<file path="src/rtl/u8dec_pkg.sv">
// Shared types, constants and lookup tables for the UTF-8 stream decoder.
package u8dec_pkg;

	localparam int unsigned ByteW  = 8;
	localparam int unsigned CodeW  = 21;
	localparam int unsigned StateW = 4;
	localparam int unsigned ClassW = 4;
	localparam int unsigned WidthW = 2;

	localparam logic [StateW-1:0] ST_ACCEPT = 4'd0;
	localparam logic [StateW-1:0] ST_REJECT = 4'd1;
	localparam logic [StateW-1:0] ST_LAST   = 4'd8;

	localparam logic [CodeW-1:0] REPLACEMENT_CP = 21'h00FFFD;
	localparam logic [CodeW-1:0] BMP_MAX        = 21'h00FFFF;
	localparam logic [CodeW-1:0] LATIN1_MAX     = 21'h0000FF;

	localparam logic [WidthW-1:0] WIDTH_ONE  = 2'd0;
	localparam logic [WidthW-1:0] WIDTH_TWO  = 2'd1;
	localparam logic [WidthW-1:0] WIDTH_FOUR = 2'd2;

	localparam logic [StateW-1:0] NEXT_TBL [0:8][0:11] = '{
		'{4'd0, 4'd1, 4'd2, 4'd3, 4'd5, 4'd8, 4'd7, 4'd1, 4'd1, 4'd1, 4'd4, 4'd6},
		'{4'd1, 4'd1, 4'd1, 4'd1, 4'd1, 4'd1, 4'd1, 4'd1, 4'd1, 4'd1, 4'd1, 4'd1},
		'{4'd1, 4'd0, 4'd1, 4'd1, 4'd1, 4'd1, 4'd1, 4'd0, 4'd1, 4'd0, 4'd1, 4'd1},
		'{4'd1, 4'd2, 4'd1, 4'd1, 4'd1, 4'd1, 4'd1, 4'd2, 4'd1, 4'd2, 4'd1, 4'd1},
		'{4'd1, 4'd1, 4'd1, 4'd1, 4'd1, 4'd1, 4'd1, 4'd2, 4'd1, 4'd1, 4'd1, 4'd1},
		'{4'd1, 4'd2, 4'd1, 4'd1, 4'd1, 4'd1, 4'd1, 4'd1, 4'd1, 4'd2, 4'd1, 4'd1},
		'{4'd1, 4'd1, 4'd1, 4'd1, 4'd1, 4'd1, 4'd1, 4'd3, 4'd1, 4'd3, 4'd1, 4'd1},
		'{4'd1, 4'd3, 4'd1, 4'd1, 4'd1, 4'd1, 4'd1, 4'd3, 4'd1, 4'd3, 4'd1, 4'd1},
		'{4'd1, 4'd3, 4'd1, 4'd1, 4'd1, 4'd1, 4'd1, 4'd1, 4'd1, 4'd1, 4'd1, 4'd1}
	};

	typedef struct packed {
		logic [StateW-1:0] dfa_state;
		logic [CodeW-1:0]  partial_code;
		logic [WidthW-1:0] width_class;
	} dec_state_t;

	typedef struct packed {
		logic              emit;
		logic [CodeW-1:0]  code_point;
		logic              was_invalid;
		logic [WidthW-1:0] storage_width;
	} dec_result_t;

	function automatic logic [ClassW-1:0] byte_class(input logic [ByteW-1:0] b);
		logic [ClassW-1:0] cls;
		case (b) inside
			[8'h00:8'h7F]: cls = 4'd0;
			[8'h80:8'h8F]: cls = 4'd1;
			[8'h90:8'h9F]: cls = 4'd9;
			[8'hA0:8'hBF]: cls = 4'd7;
			[8'hC0:8'hC1]: cls = 4'd8;
			[8'hC2:8'hDF]: cls = 4'd2;
			8'hE0:         cls = 4'd10;
			8'hED:         cls = 4'd4;
			[8'hE1:8'hEF]: cls = 4'd3;
			8'hF0:         cls = 4'd11;
			[8'hF1:8'hF3]: cls = 4'd6;
			8'hF4:         cls = 4'd5;
			default:       cls = 4'd8;
		endcase
		return cls;
	endfunction

endpackage

</file>
<file path="src/rtl/u8dec_step.sv">
// One decode step: byte class, automaton transition, code point and width update.
module u8dec_step (
	input  logic [u8dec_pkg::ByteW-1:0] data_byte,
	input  logic                        end_of_string,
	input  u8dec_pkg::dec_state_t       cur,
	output u8dec_pkg::dec_state_t       nxt,
	output u8dec_pkg::dec_result_t      res
);
	import u8dec_pkg::*;

	logic [ClassW-1:0] cls;
	logic [StateW-1:0] row;
	logic [StateW-1:0] ns;
	logic [CodeW-1:0]  np;
	logic [ByteW-1:0]  lead_bits;
	logic              emit;
	logic              bad;
	logic [CodeW-1:0]  cp;
	logic [WidthW-1:0] nw;

	assign cls       = byte_class(data_byte);
	assign row       = (cur.dfa_state > ST_LAST) ? ST_REJECT : cur.dfa_state;
	assign lead_bits = (8'hFF >> cls) & data_byte;
	assign np        = (row != ST_ACCEPT) ? {cur.partial_code[CodeW-7:0], data_byte[5:0]}
	                                      : {{(CodeW-ByteW){1'b0}}, lead_bits};
	assign ns        = NEXT_TBL[row][cls];

	always_comb begin
		emit = 1'b0;
		bad  = 1'b0;
		cp   = np;
		if (ns == ST_ACCEPT) begin
			emit = 1'b1;
		end else if (ns == ST_REJECT || end_of_string) begin
			emit = 1'b1;
			bad  = 1'b1;
			cp   = REPLACEMENT_CP;
		end
	end

	always_comb begin
		nw = cur.width_class;
		if (emit) begin
			if (cp > BMP_MAX) begin
				nw = WIDTH_FOUR;
			end else if (cp > LATIN1_MAX && cur.width_class == WIDTH_ONE) begin
				nw = WIDTH_TWO;
			end
		end
	end

	always_comb begin
		res.emit          = emit;
		res.code_point    = cp;
		res.was_invalid   = bad;
		res.storage_width = nw;
		if (end_of_string) begin
			nxt.dfa_state    = ST_ACCEPT;
			nxt.partial_code = '0;
			nxt.width_class  = WIDTH_ONE;
		end else begin
			nxt.dfa_state    = bad ? ST_ACCEPT : ns;
			nxt.partial_code = np;
			nxt.width_class  = nw;
		end
	end

endmodule

</file>
<file path="src/rtl/utf8_stream_decoder_unit.sv">
// Top level of the streaming UTF-8 decoder: input register, decode step, result register.
//
//  channel  | valid       | ready       | payload
//  ---------+-------------+-------------+------------------------------------------------
//  byte in  | byte_valid  | byte_ready  | data_byte, end_of_string
//  char out | char_valid  | char_ready  | code_point, was_invalid, storage_width, last
//
// One byte per cycle unless a held result stalls; bytes go via input and result registers.
// State loop (class lookup, transition table, 6-bit shift) is combinational into state_q.
// arst_n clears the automaton, width class and both valid flags.
// A held result stalls only bytes that produce a result; mid-sequence bytes still advance.
module utf8_stream_decoder_unit (
	input  logic                         clk,
	input  logic                         arst_n,
	input  logic                         byte_valid,
	output logic                         byte_ready,
	input  logic [u8dec_pkg::ByteW-1:0]  data_byte,
	input  logic                         end_of_string,
	output logic                         char_valid,
	input  logic                         char_ready,
	output logic [u8dec_pkg::CodeW-1:0]  code_point,
	output logic                         was_invalid,
	output logic [u8dec_pkg::WidthW-1:0] storage_width,
	output logic                         last
);
	import u8dec_pkg::*;

	logic              valid_s1;
	logic [ByteW-1:0]  data_byte_s1;
	logic              eos_s1;
	dec_state_t        state_q;
	dec_state_t        state_nxt;
	dec_result_t       res;
	logic              out_valid_q;
	logic [CodeW-1:0]  code_point_q;
	logic              was_invalid_q;
	logic [WidthW-1:0] storage_width_q;
	logic              last_q;
	logic              advance;
	logic              load_out;

	u8dec_step u_step (
		.data_byte     (data_byte_s1),
		.end_of_string (eos_s1),
		.cur           (state_q),
		.nxt           (state_nxt),
		.res           (res)
	);

	assign advance    = valid_s1 && (!res.emit || !out_valid_q || char_ready);
	assign load_out   = advance && res.emit;
	assign byte_ready = !valid_s1 || advance;

	always_ff @(posedge clk or negedge arst_n) begin
		if (!arst_n) begin
			valid_s1 <= 1'b0;
		end else if (byte_ready) begin
			valid_s1 <= byte_valid;
		end
	end

	always_ff @(posedge clk) begin
		if (byte_valid && byte_ready) begin
			data_byte_s1 <= data_byte;
			eos_s1       <= end_of_string;
		end
	end

	always_ff @(posedge clk or negedge arst_n) begin
		if (!arst_n) begin
			state_q.dfa_state    <= ST_ACCEPT;
			state_q.partial_code <= '0;
			state_q.width_class  <= WIDTH_ONE;
		end else if (advance) begin
			state_q <= state_nxt;
		end
	end

	always_ff @(posedge clk or negedge arst_n) begin
		if (!arst_n) begin
			out_valid_q <= 1'b0;
		end else if (load_out) begin
			out_valid_q <= 1'b1;
		end else if (char_ready) begin
			out_valid_q <= 1'b0;
		end
	end

	always_ff @(posedge clk) begin
		if (load_out) begin
			code_point_q    <= res.code_point;
			was_invalid_q   <= res.was_invalid;
			storage_width_q <= res.storage_width;
			last_q          <= eos_s1;
		end
	end

	assign char_valid    = out_valid_q;
	assign code_point    = code_point_q;
	assign was_invalid   = was_invalid_q;
	assign storage_width = storage_width_q;
	assign last          = last_q;

endmodule

</file>
<file path="config.mk">
export PLATFORM = sky130hd
export DESIGN_NAME = utf8_stream_decoder_unit
export DESIGN_NICKNAME = d
export VERILOG_FILES = /design/src/rtl/u8dec_pkg.sv /design/src/rtl/u8dec_step.sv /design/src/rtl/utf8_stream_decoder_unit.sv
export SDC_FILE = /design/constraint.sdc
export NUM_CORES = 1
export LEC_CHECK = 0
export ABC_CLOCK_PERIOD_IN_PS = 8610
export BUFFER_PORTS_ARGS = -buffer_cell sky130_fd_sc_hd__buf_2
export CORE_UTILIZATION = 54
export CTS_CLUSTER_SIZE = 24
export DETAILED_ROUTE_END_ITERATION = 7
export HOLD_SLACK_MARGIN = 0.02
export PLACE_DENSITY = 0.78
export SETUP_SLACK_MARGIN = 0.5
export SLEW_MARGIN = 20
export SYNTH_ARGS = -nofsm -noshare
export SYNTH_HDL_FRONTEND = slang
export SYNTH_SLANG_ARGS = --single-unit
export TNS_END_PERCENT = 1
</file>
<file path="constraint.sdc">
create_clock -name clk -period 8.61 [get_ports clk]
set_input_delay 1.2915 -clock clk [delete_from_list [all_inputs] [get_ports clk]]
set_output_delay 1.2915 -clock clk [all_outputs]
set_load 0.01 [all_outputs]
</file>
# Word level (Yosys, flattened, before mapping)
# Memory sizes are Yosys's and may differ from the RTL's.
# Cells that the tools add are included.
[word_totals]
ff_bits = 57
rom_bits = 768
in_bits = 13
elab_cells = 96
n_memories = 1
[memory_table]
columns = ["memory", "words", "word_bits", "read_ports", "rd_ports_with_merged_regs", "wr", "line", "source"]
rows = [
  ["(no name shown)", 16, 48, 1, 0, 0, "u8dec_step.sv:26", "assign ns = NEXT_TBL[row][cls];"],
]
[classes]
order_cmp = 21
eq_ne = 5
n_shift = 1
n_mux = 31
n_bitwise = 3
reduce_logical = 23
[op_table]
columns = ["op", "count"]
rows = [
  ["two-way mux 48 bit", 2],
  ["two-way mux 4 bit", 16],
  ["two-way mux 21 bit", 3],
  ["greater-or-equal comparator 8 bit, second input constant", 7],
  ["less-or-equal comparator 8 bit, second input constant", 7],
  ["== test 8 bit, second input constant", 4],
  ["two-way mux 27 bit", 1],
  ["greater-than comparator 21 x 16 -> 1 bit, second input constant", 1],
  ["greater-than comparator 21 x 8 -> 1 bit, second input constant", 1],
  ["binary-select mux 4 bit (select 4 bit)", 1],
  ["logical AND 1 bit", 12],
  ["greater-or-equal comparator 5 bit, second input constant", 2],
  ["NOT 4 -> 5 bit", 2],
  ["AND 8 bit", 1],
  ["greater-or-equal comparator 8 x 1 -> 1 bit, second input constant", 1],
  ["less-or-equal comparator 8 x 7 -> 1 bit, second input constant", 1],
  ["right shift 8 x 4 -> 8 bit, first input constant", 1],
  ["two-way mux 2 bit", 3],
  ["two-way mux 1 bit", 5],
  ["== test 4 x 1 -> 1 bit, second input constant", 1],
  ["greater-than comparator 4 bit, second input constant", 1],
  ["zero test 4 bit", 1],
  ["logical OR 1 bit", 4],
  ["nonzero test 4 bit", 1],
  ["3 further kinds", 5],
]

# Logic depth before layout (Yosys ltp)
[depth]
word_depth = 27
mapped_depth = 11
ltp_nobuf = 8

# Cells and area by module
# From an unflattened synthesis, not the netlist that was laid out.
[unflattened]
hier_cells = 384
area_unflattened_um2 = 3794.9
[by_module_without_submodules]
columns = ["mod", "instances", "cells_each", "area_each_um2"]
rows = [
  ["utf8_stream_decoder_unit", 1, 198, 2738.9],
  ["u8dec_step", 1, 186, 1056.0],
]

# Least setup slack after synthesis
# Ideal clock, no wire load.
[synth_path]
path_kind = "register to output"
start = "reg data_byte_s1[3]"
end = "out byte_ready"
t_arrival_ps = 2643
required_time_ps = 7318
setup_slack_ps = 4675
stages_incl_launch_ff = 10
cell_sequence = "edfxtp_1 -> nor4_4 -> nor3b_1 -> or4_1 -> clkbuf_2 -> or4b_4 -> a31oi_4 -> nor2_1 -> buf_2 -> nand2_1"
[synth_between]
elab_chain_len = 26
elab_cells_between_ends = 54
[synth_rtl]
columns = ["element", "line", "source"]
rows = [
  ["start, declared", "utf8_stream_decoder_unit.sv:29", "logic [ByteW-1:0] data_byte_s1;"],
  ["start signal, assigned", "utf8_stream_decoder_unit.sv:64", "data_byte_s1 <= data_byte;"],
  ["greater-or-equal comparator 8 bit (implied by the code), or another cell as far along", "u8dec_step.sv:21", "assign cls = byte_class(data_byte);"],
  ["logical AND 1 bit (implied by the code) or two-way mux 4 bit (tied branches)", "u8dec_step.sv:21, u8dec_pkg.sv:49", ""],
  ["two-way mux 4 bit (10 in a row)", "u8dec_pkg.sv:49", "case (b) inside"],
  ["two-way mux 4 bit *", "u8dec_pkg.sv:49", ""],
  ["NOT 4 -> 5 bit (implied by the code) *", "u8dec_step.sv:26", ""],
  ["binary-select mux 4 bit (select 4 bit) *", "u8dec_step.sv:26", ""],
  ["two-way mux 4 bit (implied by the code) * (2 in a row)", "u8dec_step.sv:26", ""],
  ["== test 4 x 1 -> 1 bit", "u8dec_step.sv:34", "end else if (ns == ST_REJECT || end_of_string) begin"],
  ["logical OR 1 bit", "u8dec_step.sv:34", ""],
  ["two-way mux 1 bit", "u8dec_step.sv:34", ""],
  ["two-way mux 1 bit *", "u8dec_step.sv:32", "if (ns == ST_ACCEPT) begin"],
  ["zero test 1 bit *", "utf8_stream_decoder_unit.sv:50", "assign advance = valid_s1 && (!res.emit || !out_valid_q || char_ready);"],
  ["logical OR 1 bit * (2 in a row)", "utf8_stream_decoder_unit.sv:50", ""],
  ["logical AND 1 bit *", "utf8_stream_decoder_unit.sv:50", ""],
  ["logical OR 1 bit *", "utf8_stream_decoder_unit.sv:52", "assign byte_ready = !valid_s1 || advance;"],
  ["end, declared", "utf8_stream_decoder_unit.sv:16", "output logic byte_ready,"],
]
# Every way passes the cells marked *; elsewhere a longest branch is shown, timed or not. The select of a mux whose other input is x is not followed.

# Final worst setup path
# Ends and elaborated chain as after synthesis.

==> results.md <==
- Clk_skew: 0.00642 ns
- Critical Path, Cell by Cell: nor4_4 -> nor3b_1 -> or4_1 -> or4b_4 -> a31oi_4 -> nor2_1 -> buf_4 -> nand2_1 -> buf_2
- Post-layout minimum cycle time: 4.72 ns
- Multi-input gate area: 0.00123 sq mm
- Final Slew Violations: 0
- Synth area leader: edfxtp_1
- Vias/cell: 6.11
- Maximum vdd drop: around 0.00015 V
- Post-CTS Repair Setup Buffers: 0
- Hold wc startpoint: state_q[1]
- Storage cell area: between 0.0015 and 0.002 sq mm
- Sequential share of the synthesized area: 0.543
- Total iterations of the first detailed-routing run: 5
- Top FF cell, synth: edfxtp_1
- Largest net degree at the start of global routing: 26
- CTS tree: done
- Height of the die: 75.8 um
- Leakage: 1.38 nW
- Hold WS: ~0.5 ns
- Critical Path Start Type: flop
- DIE AREA: 0.00574 sq mm
- # resized after CTS: 0
- Min-Delay Endpoint: state_q[1]
- First-pass GRT wire length: between 10 and 15 mm
- PD cells: 263 mW/mm^2
- Synthesized area: 0.00294 sq mm
- Async S/R FF share, synth: 0.404
- Slew Limit Headroom: 0.486
- Syn_area_per_cell: 10.6 sq um
- Initial antenna violation count: 0
- Family with the most delay on the worst path: simple AND/OR/NAND/NOR gates
- Post-Synthesis Cells: around 280
- Synth-to-Final Area Change: 14.9%
- Cts bufs inserted: 9
- Setup crit end kind: output pin
- Core ar.: 0.00517 sq mm
- Vias in the first global route: 2071
- GRT Total Usage: 0.248
- CP bufs+invs: 2
- RD Place Congestion: 0.895
- DR vias: 2345
- Crit path kind: reg2out
- Hold-fix buffers at CTS: 0
- Status: finished clean
- Skew-Pair Late Insertion Delay: 0.34 ns
- Synthesis-stage register bit count: 57
- Reg-to-reg slack, setup: roughly 4.7 ns
- Final TNS setup: 0 ns
- Crit-path slowest cell: or4_1
- Max stage delay on crit path: 0.68 ns
- Antenna cells: 0
- # rows: 26
- Clock Path Buffers: 2
- CP required: about 7.3 ns
- Final setup vio count: 0
- Synth area leaders: edfxtp_1, dfrtp_1, nand2_1
- IO Port Bufs: 39
- Reg2reg end: data_byte_s1[5]
- Clock root cell: clkbuf_8
- DR iter-0 viols: 164
- Clock transition at the registers of the reported paths: 0.06 ns
- Synth top area share: 0.347
- Final wirelength: around 6 mm
- Final period util: 0.549
- F_max: 212 MHz
- Worst r2r src: data_byte_s1[3]
- Average wire per standard cell: between 15 and 20 um
- EDFF count, synth: 34
- PnR Total Power: 0.000888 W
- Post-DP HPWL: 4.27 mm
- Syn_nets: 290
- YS warnings: 0
- I/O pins: 40
- H-Tree Level Count: 3
- Max capacitance violation total: 0
- Remaining DRCs: 0
- CTS sink cnt: 57
- Initial core utilization: 0.568
- Remaining Overflow, GRT: 0
- Worst-margin pin slew: approximately 0.77 ns
- Design Area, Final: 0.00338 sq mm
- Hold Vio Cnt, Final: 0
- Hold depth: 1
- Worst min path class: reg2reg
- Placed Area: 0.00316 sq mm
- RSZ-0062 raised after global routing: no
- Final ANT Viol Nets: 0
- Worst Reg-to-Reg Cells: 8
- Critical path arrival: 3.43 ns
- Crit Path Max Fanout: 15
- Nets@finish: 322
- Fill cell count: approximately 410
- Share of layout cells above drive strength 1: 0.213
- Die Wd: roughly 76 um
- Yosys cell types: between 50 and 60
## cell usage in the layout (no fill, tap or decap), types with 3 or more instances in the layout
cell type  netlist  layout
inv_1            7       7
nand2b_1         5       5
nor4_1           5       5
mux2_1           5       5
nand3_1         12      12
clkbuf_8         0      10
o21ai_0         13      13
and3_1           7       7
buf_4            1       3
o2bb2ai_1       12      12
nor2_1          14      13
nand4_1          4       4
nor2b_1          4       4
a21oi_1          4       4
a211oi_1         3       3
a31oi_1          3       3
mux2i_1          6       6
edfxtp_1        34      34
a31o_2           3       3
nor3b_1          4       4
buf_2            7      39
nor3_1           8       8
nand2_1         42      42
dfrtp_1         23      23
## metal layers
| metal | GRT usage | share of wire | wire length (um) |
|---|---|---|---|
| met2 | 0.364 | 0.45 | 2760 |
| met4 | 0.105 | 0.025 | 156 |
| met5 | 0 | 0 | 0 |
| met3 | 0.0688 | 0.083 | 510 |
| met1 | 0.346 | 0.44 | 2690 |
## cell usage after synthesis (all sizes together) (2+ instances only)
cell / count
nand2: 42
edfxtp: 34
dfrtp: 23
o21ai: 15
nor2: 14
nand3: 13
clkbuf: 12
o2bb2ai: 12
buf: 9
nor3: 8
and3: 7
inv: 7
mux2i: 6
nor4: 6
a31oi: 5
mux2: 5
nand2b: 5
a21oi: 4
nand4: 4
nor2b: 4
nor3b: 4
a211oi: 3
a21boi: 3
a31o: 3
a21o: 2
a22oi: 2
and2: 2
nand4b: 2
o21a: 2
o31ai: 2
or4: 2
## through the flow
step	std cells	worst slack, ns	utilization
2_1_floorplan	277	4.68	-
3_3_place_gp	368	4.38	0.610
3_5_place_dp	368	4.30	0.610
4_1_cts	384	3.93	0.652
5_1_grt	384	3.70	0.653
6_report	384	3.89	0.653
## state kept, by name (all words and copies together), names as in the netlist
register / count
code_point: 21
state_q: 21
data_byte_s1: 8
storage_width: 2
char_valid: 1
eos_s1: 1
last: 1
valid_s1: 1
was_invalid: 1
## layout make-up
cell class	instances	share of cell area
flip-flops and latches	57	0.472
multi-input cells	192	0.365
repair buffers	42	0.0644
clock buffers	10	0.0407
well taps	70	0.0259
clock inverters	6	0.0241
inverters	7	0.00777
## where the power goes
| part | total, W | internal (W) | switching, W |
|---|---|---|---|
| clock network | 0.000274 | 0.000169 | 0.000105 |
| logic | 0.000223 | 0.0000797 | 0.000144 |
| registers | 0.000391 | 0.000353 | 0.0000381 |
## cells by family (layout without fill, tap and decap cells)
logic type                 Yosys count  after routing  synth area share
AOI/OAI and AO/OA                   64             64             0.168
adders and majority gates            1              1           0.00340
buffers and inverters               28             65            0.0404
DFF                                 57             57             0.543
muxes                               11             11            0.0396
and+or+nand+nor                    116            116             0.206
## worst max path at each step
stage	start	end	slack [ns]	cells after the start
4_1_cts	data_byte_s1[3]	byte_ready	3.93	9
2_1_floorplan	data_byte_s1[3]	byte_ready	4.68	9
6_report	data_byte_s1[3]	byte_ready	3.89	9
3_3_place_gp	data_byte_s1[3]	byte_ready	4.38	9
5_1_grt	data_byte_s1[3]	byte_ready	3.70	9
3_5_place_dp	data_byte_s1[3]	byte_ready	4.30	9
Note: power is estimated with default switching activity, not from simulation.
